[config.mk]
export PLATFORM = sky130hd
export DESIGN_NAME = euclidean_distance_unit
export DESIGN_NICKNAME = d
export VERILOG_FILES = /design/src/edu_pkg.sv /design/src/euclidean_distance_unit.sv /design/src/edu_ctrl.sv /design/src/edu_dp.sv
export SDC_FILE = /design/constraint.sdc
export NUM_CORES = 1
export LEC_CHECK = 0
export ABC_AREA = 1
export BUFFER_PORTS_ARGS = -buffer_cell sky130_fd_sc_hd__buf_2
export CORE_MARGIN = 3
export CORE_UTILIZATION = 25
export CTS_BUF_LIST = sky130_fd_sc_hd__clkbuf_16
export CTS_CLUSTER_DIAMETER = 60
export DETAILED_ROUTE_END_ITERATION = 10
export SLEW_MARGIN = 20
export SYNTH_ARGS = -nofsm -noshare
export SYNTH_HDL_FRONTEND = slang
export SYNTH_HIERARCHICAL = 1
export SYNTH_SLANG_ARGS = --single-unit
[constraint.sdc]
create_clock -name clk -period 3.84 [get_ports clk]
set_input_delay 0.384 -clock clk [delete_from_list [all_inputs] [get_ports clk]]
set_output_delay 0.384 -clock clk [all_outputs]
set_load 0.01 [all_outputs]
[src/edu_pkg.sv]
// Shared types and constants of the Euclidean distance unit.
`default_nettype none
package edu_pkg;

    localparam int ELEM_W     = 16;
    localparam int DIFF_W     = ELEM_W + 1;
    localparam int SQ_W       = 2 * ELEM_W;
    localparam int SUM_W      = 48;
    localparam int DIST_W     = SUM_W / 2;
    localparam int REM_W      = DIST_W + 2;
    localparam int ROOT_STEPS = DIST_W;
    localparam int CNT_W      = $clog2(ROOT_STEPS);

    typedef enum logic [1:0] {
        ST_IDLE,
        ST_ROOT,
        ST_DONE
    } edu_state_t;

    typedef struct packed {
        logic s1_load;
        logic s1_advance;
        logic root_load;
        logic root_step;
    } edu_cmd_t;

    typedef struct packed {
        logic sq_valid;
        logic sq_last;
    } edu_sts_t;

endpackage
`default_nettype wire

[src/euclidean_distance_unit.sv]
// Top level of the Euclidean distance unit: controller, datapath and checks.
//
// Usage: element pairs of two vectors enter on the input channel (elem_a, elem_b,
// last under in_valid/in_ready), one item per cycle. Each pair's squared
// difference is added to a 48-bit accumulator that saturates at its maximum.
// The item flagged last closes the vector: the sum goes to a square-root unit
// and the accumulator clears, so the next vector may stream in at once.
// The distance (unsigned Q24.0, floor of the root) appears on the output
// channel (distance under out_valid/out_ready) after the last item has passed
// the square stage and the root unit. The root unit retires one result bit
// per cycle, 24 bits in all, and handles one vector at a time; a new
// vector's items keep flowing while it runs, and only the next last item
// waits until it is free again. Sustained rate: one item per cycle for
// vectors of 26 or more pairs while each result is taken at once.
// A stalled receiver holds the result in place; the block then keeps taking
// items until a further last item is ready to leave the square stage.
// Reset clears the accumulator and all handshake state; no result is pending.
`default_nettype none
module euclidean_distance_unit (
    input  wire logic                              clk,
    input  wire logic                              rst_n,
    input  wire logic                              in_valid,
    output logic                                   in_ready,
    input  wire logic signed [edu_pkg::ELEM_W-1:0] elem_a,
    input  wire logic signed [edu_pkg::ELEM_W-1:0] elem_b,
    input  wire logic                              last,
    output logic                                   out_valid,
    input  wire logic                              out_ready,
    output logic [edu_pkg::DIST_W-1:0]             distance
);
    import edu_pkg::*;

    edu_cmd_t cmd;
    edu_sts_t sts;

    edu_ctrl u_ctrl (
        .clk       (clk),
        .rst_n     (rst_n),
        .in_valid  (in_valid),
        .in_ready  (in_ready),
        .out_valid (out_valid),
        .out_ready (out_ready),
        .sts       (sts),
        .cmd       (cmd)
    );

    edu_dp u_dp (
        .clk      (clk),
        .rst_n    (rst_n),
        .elem_a   (elem_a),
        .elem_b   (elem_b),
        .last     (last),
        .cmd      (cmd),
        .sts      (sts),
        .distance (distance)
    );

    // The input only stalls behind a closing item waiting for the root unit.
    assert property (@(posedge clk) disable iff (!rst_n)
        !in_ready |-> (sts.sq_valid && sts.sq_last))
        else $error("input stalled without a pending closing item");

    // A root load never starts while a result is still on offer or the root unit is still stepping.
    assert property (@(posedge clk) disable iff (!rst_n)
        cmd.root_load |-> !out_valid && !cmd.root_step)
        else $error("square root loaded while busy");

    // A result appears only right after the final root step.
    assert property (@(posedge clk) disable iff (!rst_n)
        $rose(out_valid) |-> $past(cmd.root_step))
        else $error("result offered without a finished square root");

endmodule
`default_nettype wire

[src/edu_ctrl.sv]
// Controller of the Euclidean distance unit: handshakes and square-root sequencing.
`default_nettype none
module edu_ctrl (
    input  wire logic             clk,
    input  wire logic             rst_n,
    input  wire logic             in_valid,
    output logic                  in_ready,
    output logic                  out_valid,
    input  wire logic             out_ready,
    input  wire edu_pkg::edu_sts_t sts,
    output edu_pkg::edu_cmd_t     cmd
);
    import edu_pkg::*;

    edu_state_t        state_reg;
    edu_state_t        state_next;
    logic [CNT_W-1:0]  cnt_reg;
    logic [CNT_W-1:0]  cnt_next;
    logic              root_free;

    always_ff @(posedge clk or negedge rst_n)
    begin
        if (!rst_n)
        begin
            state_reg <= ST_IDLE;
            cnt_reg   <= '0;
        end
        else
        begin
            state_reg <= state_next;
            cnt_reg   <= cnt_next;
        end
    end

    // Next state.
    always_comb
    begin
        state_next = state_reg;
        cnt_next   = cnt_reg;
        case (state_reg)
            ST_IDLE:
            begin
                cnt_next = '0;
                if (cmd.root_load)
                begin
                    state_next = ST_ROOT;
                end
            end
            ST_ROOT:
            begin
                cnt_next = cnt_reg + 1'b1;
                if (cnt_reg == CNT_W'(ROOT_STEPS - 1))
                begin
                    state_next = ST_DONE;
                end
            end
            ST_DONE:
            begin
                if (out_ready)
                begin
                    state_next = ST_IDLE;
                end
            end
            default:
            begin
                state_next = ST_IDLE;
            end
        endcase
    end

    // Outputs.
    always_comb
    begin
        root_free      = (state_reg == ST_IDLE);
        cmd.s1_advance = sts.sq_valid && (!sts.sq_last || root_free);
        cmd.root_load  = cmd.s1_advance && sts.sq_last;
        cmd.root_step  = (state_reg == ST_ROOT);
        in_ready       = !sts.sq_valid || cmd.s1_advance;
        cmd.s1_load    = in_valid && in_ready;
        out_valid      = (state_reg == ST_DONE);
    end

endmodule
`default_nettype wire

[src/edu_dp.sv]
// Datapath of the Euclidean distance unit: square, saturating sum and square root.
`default_nettype none
module edu_dp (
    input  wire logic                              clk,
    input  wire logic                              rst_n,
    input  wire logic signed [edu_pkg::ELEM_W-1:0] elem_a,
    input  wire logic signed [edu_pkg::ELEM_W-1:0] elem_b,
    input  wire logic                              last,
    input  wire edu_pkg::edu_cmd_t                 cmd,
    output edu_pkg::edu_sts_t                      sts,
    output logic [edu_pkg::DIST_W-1:0]             distance
);
    import edu_pkg::*;

    logic signed [DIFF_W-1:0] diff;
    logic [DIFF_W-1:0]        diff_abs;
    logic [ELEM_W-1:0]        mag;
    logic [SQ_W-1:0]          sq_next;
    logic [SQ_W-1:0]          sq_reg;
    logic                     sq_valid_reg;
    logic                     sq_last_reg;
    logic [SUM_W:0]           sum_wide;
    logic [SUM_W-1:0]         sum_sat;
    logic [SUM_W-1:0]         acc_reg;
    logic [SUM_W-1:0]         rad_reg;
    logic [REM_W-1:0]         rem_reg;
    logic [DIST_W-1:0]        root_reg;
    logic [REM_W+1:0]         rem_trial;
    logic [REM_W+1:0]         sub_val;
    logic                     fits;

    // Square of the difference; magnitude fits 16 bits unsigned.
    always_comb
    begin
        diff     = DIFF_W'(elem_a) - DIFF_W'(elem_b);
        diff_abs = diff[DIFF_W-1] ? DIFF_W'(-diff) : DIFF_W'(diff);
        mag      = diff_abs[ELEM_W-1:0];
        sq_next  = mag * mag;
    end

    always_ff @(posedge clk)
    begin
        if (cmd.s1_load)
        begin
            sq_reg      <= sq_next;
            sq_last_reg <= last;
        end
    end

    always_ff @(posedge clk or negedge rst_n)
    begin
        if (!rst_n)
        begin
            sq_valid_reg <= 1'b0;
        end
        else if (cmd.s1_load)
        begin
            sq_valid_reg <= 1'b1;
        end
        else if (cmd.s1_advance)
        begin
            sq_valid_reg <= 1'b0;
        end
    end

    assign sts.sq_valid = sq_valid_reg;
    assign sts.sq_last  = sq_last_reg;

    // Saturating accumulation.
    always_comb
    begin
        sum_wide = {1'b0, acc_reg} + (SUM_W + 1)'(sq_reg);
        sum_sat  = sum_wide[SUM_W] ? '1 : sum_wide[SUM_W-1:0];
    end

    always_ff @(posedge clk or negedge rst_n)
    begin
        if (!rst_n)
        begin
            acc_reg <= '0;
        end
        else if (cmd.s1_advance)
        begin
            acc_reg <= sq_last_reg ? '0 : sum_sat;
        end
    end

    // Restoring square root, one result bit per step.
    always_comb
    begin
        rem_trial = {rem_reg, rad_reg[SUM_W-1 -: 2]};
        sub_val   = (REM_W + 2)'({root_reg, 2'b01});
        fits      = (rem_trial >= sub_val);
    end

    always_ff @(posedge clk)
    begin
        if (cmd.root_load)
        begin
            rad_reg  <= sum_sat;
            rem_reg  <= '0;
            root_reg <= '0;
        end
        else if (cmd.root_step)
        begin
            rad_reg  <= {rad_reg[SUM_W-3:0], 2'b00};
            rem_reg  <= fits ? REM_W'(rem_trial - sub_val) : REM_W'(rem_trial);
            root_reg <= {root_reg[DIST_W-2:0], fits};
        end
    end

    assign distance = root_reg;

endmodule
`default_nettype wire
==> impl_metrics.yaml, run 1 <==
floorplan:
  io_pins: 63
  rows: 102
  die-area_um2: 83200
  core_um2: 78200
  die_w_um: 288
  die_h_um: 288
  initial_utilization_pct: 25.5
timing:
  fin_crit_sh_pct: 179
  setup_viol: 28
  rsz0062_at_grt: "yes"
  fin_crit_ns: 6.88
  setup_slack_ns: -3.04
  slew_headroom_pct: 44.2
  finalMaxSlewViolations: 0
  skew_ns: 0.0115
  hold_ws_ns: 0.118
  final-hold-violation-count: 0
  max_slew.worst_pin.slew_ns: 0.835
  clock.fmax_ghz: 0.145
synth:
  synth_nets: 3006
  synth_warnings: 6
  syn_inst: 2633
  seq_area_frac_synth_pct: 24.1
  avgSynthCellArea_um2: 7.57
  ys_ff_latch: 186
  synth_area_um2: 19900
  synth_cell_types: 57
clock_tree:
  htreeDepth: 4
  clk_pin_slew_ns: 0.07
  cts_root_buffer: "clkbuf_16"
  cts_buffers: 17
  cts_tree: "done"
  clk_latency_ns: 0.44
  cts_sinks: 186
  cts_buffer_depth: 2
worst_hold_path:
  min-delay-start: "last"
  hold_class: "input port to register"
global_routing:
  grt_pass1_wl_mm: 88.6
  overflow: 0
  gr-usage-met1_pct: 16.6
  antenna_found_initial: 1
  met2_usage_pct: 23.1
  grt_pass1_vias: 18235
  grt-busiest-layer: "met2"
  grtUsageTotal_pct: 12.8
  grt_max_degree: 49
  gr-usage-met3_pct: 1.12
setup_path:
  crit_type: "input port to register"
  worst_setup_path_start_kind: "input port"
  critPathRequiredTime_ns: 4.04
  cp_data_arrival_time_ns: 7.08
  end_kind: "register"
  reg2reg_slack_ns: 0.72
  cp_max_fo: 5
  critical_path.startpoint: "elem_a[0]"
  cp_slowest_stage_delay_ns: 0.56
  cp_common_cell: "fa_1"
  slowest_stage: "fa_2"
  r2r-start: "u_dp/sq_reg[2]$_DFFE_PP_"
cells_and_area:
  nNetsFinal: 3351
  drive_above_1_share_pct: 22.2
  num_antenna_cells: 0
  fill_cells: 8301
  area_growth_pct: 27.9
  final_area_um2: 25500
  utilization_pct: 32.6
routing:
  vias_per_cell: 4.37
  drc: 0
  wl_per_cell_um: 12.9
  ant_nets: 0
  drtIter0Drc: 737
  vias: 17616
  wl_mm: 52.0
  drt-pass1-iter-count: 5
placement:
  gp_congestion: 0.919
  dp_hpwl_mm: 42.4
  pre_cts_slack_ns: -3.74
  io_buffers: 62
  placed_area_um2: 24000
outcome:
  violations: "negative setup slack"
  status: "finished, violations left"
run:
  drv_cap: 0
Yosys cell counts, drive strengths merged:
cell type	n	share of area [%]
clkbuf	31	0.58
a21o	14	0.53
edfxtp	80	12
o211ai	20	0.75
nor2	252	5.1
dfrtp	56	7.0
xor2	57	2.7
xnor2	28	1.3
a31oi	13	0.44
nand2	633	12
ha	171	11
o21ai	142	3.7
mux2i	1	0.050
buf	23	0.83
a31o	1	0.044
nand3b	6	0.23
nand4	31	0.97
o21bai	17	0.64
a21oi	113	2.9
nor4	6	0.19
nor3	25	0.68
a22o	2	0.088
or3	1	0.031
a21boi	6	0.23
or2	6	0.19
o221a	1	0.056
fa	165	17
o22ai	23	0.72
and2	4	0.13
inv	513	9.7
dfxtp	50	5.0
a211oi	1	0.038
o21a	5	0.19
clkinv	2	0.038
o221ai	1	0.044
nand3	132	3.4
o2111ai	1	0.044
cell usage in the layout (no fill, tap or decap), drive strengths merged, types with 5 or more instances in the layout:
cell / netlist / layout
nand2: 633 / 633
inv: 513 / 520
buf: 23 / 379
nor2: 252 / 252
ha: 171 / 171
fa: 165 / 165
o21ai: 142 / 142
nand3: 132 / 132
a21oi: 113 / 113
edfxtp: 80 / 80
xor2: 57 / 57
dfrtp: 56 / 56
dfxtp: 50 / 50
nand4: 31 / 31
xnor2: 28 / 28
nor3: 25 / 25
o22ai: 23 / 23
o211ai: 20 / 20
clkbuf: 31 / 19
o21bai: 17 / 17
a21o: 14 / 14
a31oi: 13 / 13
clkinv: 2 / 8
nand3b: 6 / 6
a21boi: 6 / 6
nor4: 6 / 6
or2: 6 / 6
o21a: 5 / 5
timing repair:
item                                    4_1_cts  5_1_grt
hold buffers                                  1        0
endpoints found under the setup margin       28       28
gates cloned                                  0        0
pin swaps                                    52       21
endpoints found under the hold margin        23        0
gates resized for setup                      82       85
buffers inserted                             20       10
stage by stage:
step	std cells	TNS, ns
2_1_floorplan	2633	-70.26
3_3_place_gp	3969	-86.19
3_5_place_dp	3969	-88.42
4_1_cts	4022	-68.07
5_1_grt	4031	-76.68
6_report	4031	-69.15
kinds of logic (layout without fill, tap and decap cells):
logic type               after synthesis  in the layout  synth area share [%]
AO/OA/AOI/OAI                        360            360                  10.4
XOR/XNOR                              85             85                  4.02
adder cells (fa/ha/maj)              336            336                  27.3
buffers and inverters                569            927                  11.1
flip-flops                           186            186                  24.1
multiplexers                           1              1                0.0502
AND/OR/NAND/NOR                     1096           1096                  23.0
final cells by class:
cell class              instances  area [um^2]  area share (%)
flip-flops and latches        186         4800            18.8
clock buffers                  19          475            1.87
repair buffers                380         2900            11.4
clock inverters                13         73.8           0.290
multi-input cells            1878        13900            54.7
well taps                    1040         1300            5.10
inverters                     515         1980            7.78
path summary, 6_finish.rpt:
kind | cells after the start | to
worst max-delay path | 33 | u_dp/sq_reg[28]$_DFFE_PP_
worst min-delay path | 1 | u_dp/sq_last_reg$_DFFE_PP_
worst max register to register | 14 | u_dp/rad_reg[47]$_DFFE_PP_
worst min register to register | 2 | u_dp/rem_reg[24]$_SDFFE_PP0P_
max in group asynchronous | 3 | u_dp/acc_reg[13]$_DFFE_PN0P_
min in group asynchronous | 2 | u_dp/acc_reg[40]$_DFFE_PN0P_
per-layer routing:
metal  share of wire (%)  vias to the layer above
li1                    -                     9014
met1                  47                     8275
met2                  49                      271
met3                 3.1                       54
met4                 1.3                        2
met5               0.038                        -
worst max-delay path: cells and delay by family:
kind / cells / cell delay, ns
fa+ha+maj: 9 / 4.01
simple gates: 14 / 1.81
xor+xnor: 1 / 0.12
compound gates: 2 / 0.22
buf+inv: 7 / 0.51
Power of run 1 is left out: the tool's default activity adds up to more than one toggle a clock period on the data nets, which glitch-free logic cannot reach.
==> run 2, diff against run 1 <==
- SETUP_SLACK_MARGIN: unset -> 0.15
==> run 2 against run 1 <==
  * Critical path depth is 1 lower
  * Final cell count about the same
  * Maximum frequency about the same
  * Die area is the same
  * Core utilization about the same
  * Wire length barely moved
  * Sequential cell count unchanged
  * Non-clock buffer count is 2 higher
  * Global-route usage stayed put
  * The run still ends with negative setup slack left
  * Clock skew about the same
  * Cell area about the same
  * Worst setup slack hardly changed
==> impl_metrics.yaml, run 2 (synthesized netlist as in run 1, its figures left out) <==
setup_path:
  reg2reg_slack_ns: 0.72
  slowest_stage: "fa_2"
  cp_common_cell: "fa_1"
  cp_slowest_stage_delay_ns: 0.56
  cp_data_arrival_time_ns: 7.08
  cp_max_fo: 5
  end_kind: "register"
  crit_type: "input port to register"
  worst_setup_path_start_kind: "input port"
  critPathRequiredTime_ns: 4.04
  crit_buf_inv: 6
  crit_family: "adder cells"
timing:
  setup_slack_ns: -3.04
  final-hold-violation-count: 0
  finalMaxSlewViolations: 0
  fin_crit_sh_pct: 179
  rsz0062_at_grt: "yes"
  max_slew.worst_pin.slew_ns: 0.831
  skew_ns: 0.0115
  fin_crit_ns: 6.88
  tns_ns: -69.19
  clock.fmax_ghz: 0.145
  hold_ws_ns: 0.118
  setup_viol: 28
  slew_headroom_pct: 44.5
global_routing:
  grt_pass1_vias: 18234
  overflow: 0
  met2_usage_pct: 23.1
  grt_max_degree: 49
  gr-usage-met1_pct: 16.6
  grtUsageTotal_pct: 12.8
  grt-busiest-layer: "met2"
  grt_pass1_wl_mm: 88.6
  gr-usage-met3_pct: 1.12
  antenna_found_initial: 1
clock_tree:
  cts_buffers: 17
  cts_root_buffer: "clkbuf_16"
  htreeDepth: 4
  cts_buffer_depth: 2
  clk_latency_ns: 0.44
  cts_tree: "done"
  cts_sinks: 186
  clk_pin_slew_ns: 0.07
routing:
  vias_per_cell: 4.36
  wl_mm: 51.9
  wl_per_cell_um: 12.9
  ant_nets: 0
  drc: 0
  drtIter0Drc: 771
  vias: 17589
  drt-pass1-iter-count: 5
floorplan:
  initial_utilization_pct: 25.5
  die_w_um: 288
  core_um2: 78200
  die-area_um2: 83200
  io_pins: 63
  rows: 102
  die_h_um: 288
run:
  drv_cap: 0
placement:
  placed_cells: 3969
  gp_congestion: 0.919
  io_buffers: 62
  dp_hpwl_mm: 42.4
cells_and_area:
  fill_cells: 8311
  final_cell_mix: "589 x nand2_1, 470 x inv_1, 289 x buf_4, 205 x nor2_1, 156 x fa_1"
  final_common_cell: "nand2_1"
  nNetsFinal: 3353
  drive_above_1_share_pct: 22.2
  instances_no_fill: 4033
  area_growth_pct: 27.9
  num_antenna_cells: 0
worst_hold_path:
  hold_class: "input port to register"
outcome:
  violations: "negative setup slack"
  status: "finished, violations left"
-- run 2: stage by stage --
stage	setup WS, ns	util (%)	area (um^2)
floorplan	-3.13	-	20400
global placement	-3.62	30.7	24000
detailed placement	-3.74	30.7	24000
CTS	-3.00	32.0	25000
global route	-3.36	32.6	25500
finish	-3.04	32.6	25500
-- run 2: path summary, 6_finish.rpt --
path,depth (start not counted),end,from
worst min register to register,2,u_dp/rem_reg[24]$_SDFFE_PP0P_,u_dp/rem_reg[24]$_SDFFE_PP0P_
min in group asynchronous,2,u_dp/acc_reg[40]$_DFFE_PN0P_,rst_n
worst min-delay path,1,u_dp/sq_last_reg$_DFFE_PP_,last
worst max register to register,12,u_dp/rad_reg[30]$_DFFE_PP_,u_dp/acc_reg[3]$_DFFE_PN0P_
max in group asynchronous,3,u_dp/acc_reg[17]$_DFFE_PN0P_,rst_n
worst max-delay path,32,u_dp/sq_reg[28]$_DFFE_PP_,elem_a[0]
-- run 2: layer usage --
metal	up-vias	share of wire, %
met4	2	1.4
met1	8258	47
met5	-	0.013
met3	56	3.1
li1	9025	-
met2	248	49
-- run 2: timing repair --
action / in CTS / in global routing
setup buffers: 20 / 11
gates resized for setup: 82 / 84
hold endpoints to repair: 23 / 0
endpoints found under the setup margin: 29 / 29
hold buffers: 1 / 0
pin swaps: 52 / 23
-- run 2: layout make-up --
cell class	instances	area, um^2	share of cell area (%)
Multi-Input combinational cell	1878	13900	54.7
Sequential cell	186	4800	18.8
Timing Repair Buffer	382	2920	11.5
Inverter	515	1980	7.78
Tap cell	1040	1300	5.10
Clock buffer	19	475	1.86
Clock inverter	13	73.8	0.289
-- run 2: worst reg2reg max path, cell delays in order, from the launching register on --
cell and delay (ns):
dfrtp_1 0.40, ha_1 0.34, a21oi_1 0.22, nand2_1 0.20, nand2_1 0.10, nand3_1 0.14
a21oi_1 0.40, o21ai_0 0.33, nand2_1 0.14, nand2_1 0.13, xor2_1 0.17, nor2_1 0.17
o21ai_0 0.11
Power of run 2 is left out for the same reason.
==> run 3, diff against run 2 <==
- CTS_BUF_LIST: sky130_fd_sc_hd__clkbuf_16 -> sky130_fd_sc_hd__clkbuf_4 sky130_fd_sc_hd__clkbuf_8 sky130_fd_sc_hd__clkbuf_16
- GPL_TIMING_DRIVEN: unset -> 0
==> run 3 against run 2 <==
  * The run ends with negative hold slack, negative setup slack left
  * Wire length rose by 6.2%
  * Worst setup slack lost 0.18 ns
  * First-iteration DRC count grew 39%
  * Register-to-register slack got worse by 0.34 ns
  * Via count is 1.7% lower
  * Cell area is 2.8% lower
  * Non-clock buffer count is 146 lower
  * Core utilization decreased by 0.92 points
  * Clock skew is 0.0083 ns higher
  * Die area stayed put
  * Count of clock-buffer cells in the layout down 2
==> impl_metrics.yaml, run 3 (synthesized netlist as in run 1, its figures left out) <==
timing:
  max_slew.worst_pin.slew_ns: 0.924
  hold_ws_ns: -0.0184
  setup_viol: 28
  clock.fmax_ghz: 0.142
  skew_ns: 0.0199
  final-hold-violation-count: 15
  rsz0062_at_grt: "yes"
  fin_crit_sh_pct: 184
  slew_headroom_pct: 37.7
  finalMaxSlewViolations: 0
  setup_slack_ns: -3.22
  fin_crit_ns: 7.06
clock_tree:
  htreeDepth: 4
  cts_sinks: 186
  postCtsHoldBufs: 0
  clk_latency_ns: 0.46
  cts_root_buffer: "clkbuf_16"
  cts_buffers: 17
  clk_pin_slew_ns: 0.08
  cts_tree: "done"
  cts_buffer_depth: 2
routing:
  wl_mm: 55.1
  drc: 0
  vias_per_cell: 4.45
  wl_per_cell_um: 14.2
  ant_nets: 0
  vias: 17296
  drtIter0Drc: 1074
  drt-pass1-iter-count: 6
setup_path:
  critPathRequiredTime_ns: 4.04
  end_kind: "register"
  r2r-start: "u_ctrl/state_reg[1]$_DFFE_PN0P_"
  r2r_end: "u_dp/acc_reg[2]$_DFFE_PN0P_"
  cp_max_fo: 5
  slowest_stage: "fa_2"
  cp_common_cell: "fa_1"
  crit_type: "input port to register"
  r2r_cells: 8
  cp_data_arrival_time_ns: 7.26
  cp_slowest_stage_delay_ns: 0.57
  reg2reg_slack_ns: 0.38
  worst_setup_path_start_kind: "input port"
placement:
  gp_congestion: 0.922
  placed_cells: 3736
  dp_hpwl_mm: 42.7
  io_buffers: 62
global_routing:
  grt_pass1_wl_mm: 89.6
  antenna_found_initial: 0
  grt_max_degree: 57
  overflow: 0
  grt_pass1_vias: 17754
  grtUsageTotal_pct: 13.3
floorplan:
  initial_utilization_pct: 25.5
  die_h_um: 288
  core_um2: 78200
  die_w_um: 288
  rows: 102
  io_pins: 63
  die-area_um2: 83200
cells_and_area:
  area_growth_pct: 24.3
  num_antenna_cells: 0
  nNetsFinal: 3207
  final_common_cell: "nand2_1"
  drive_above_1_share_pct: 18.7
  final_cell_mix: "576 x nand2_1, 456 x inv_1, 202 x nor2_1, 152 x fa_1, 135 x ha_1"
  fill_cells: 8287
  instances_no_fill: 3887
outcome:
  status: "finished, violations left"
  violations: "negative hold slack, negative setup slack"
worst_hold_path:
  hold_class: "input port to asynchronous set/reset pin"
run:
  drv_cap: 0
run 3: changes by cell type in the layout (fill, tap and decap cells not counted), moves of 7 or more:
cell	change
buf_4	-200
clkbuf_1	+29
inv_1	-14
nand2_1	-13
nand2_4	+11
nor2_4	+9
inv_8	+8
buf_2	+7
buf_6	+7
inv_2	+7
run 3: final cells by class:
type / instances / area (um^2) / area share [%]
clock inverter: 15 / 176 / 0.712
timing repair buffer: 182 / 1470 / 5.94
tap: 1040 / 1300 / 5.25
inverter: 515 / 2010 / 8.12
clock buffer: 17 / 425 / 1.72
sequential: 186 / 4800 / 19.4
buffer: 54 / 370 / 1.49
multi-input combinational: 1878 / 14200 / 57.4
run 3: what timing repair did:
item / 4_1_cts / 5_1_grt
gates resized for setup: 122 / 156
endpoints found under the setup margin: 29 / 31
pin swaps: 94 / 97
buffers inserted: 67 / 50
cloned: 1 / 1
run 3: how the worst max path moves through the flow:
| stage | from | endpoint | slack [ns] | cells past startpoint |
|---|---|---|---|---|
| floorplan | elem_a[0] | u_dp/sq_reg[29]$_DFFE_PP_ | -3.13 | 36 |
| global placement | elem_a[0] | u_dp/sq_reg[28]$_DFFE_PP_ | -4.23 | 35 |
| detailed placement | elem_a[0] | u_dp/sq_reg[28]$_DFFE_PP_ | -4.23 | 35 |
| CTS | elem_a[0] | u_dp/sq_reg[28]$_DFFE_PP_ | -3.13 | 33 |
| global route | elem_a[0] | u_dp/sq_reg[29]$_DFFE_PP_ | -3.50 | 36 |
| finish | elem_a[0] | u_dp/sq_reg[28]$_DFFE_PP_ | -3.22 | 35 |
run 3: layer usage:
metal  routed length [um]  global-route usage (%)  part of all wire [%]  vias to the layer above
li1                     -                       -                     -                     8749
met1                25200                    17.2                    46                     8082
met2                26200                    23.0                    48                      364
met3                 2040                    1.51                   3.7                      101
met4                 1670                    4.31                   3.0                        0
met5                    0                       0                     0                        -
run 3: critical path: cells and delay by family:
family | cells | cell delay [ns]
buffers and inverters | 8 | 0.67
AOI/OAI and AO/OA | 2 | 0.25
xor gates and xnor gates | 1 | 0.13
and+or+nand+nor | 15 | 1.95
adders and majority gates | 9 | 3.89
run 3: metrics by stage:
stage	util [%]	setup slack (ns)	setup TNS, ns	area [um^2]	hold slack [ns]
global placement	28.2	-4.23	-153.65	22000	0.448
global route	31.7	-3.50	-79.80	24800	0.0558
floorplan	-	-3.13	-70.26	20400	0.0884
finish	31.7	-3.22	-73.24	24800	-0.0184
CTS	30.4	-3.13	-69.61	23800	0.0147
detailed placement	28.2	-4.23	-95.50	22100	0.450
Power of run 3 is left out for the same reason.
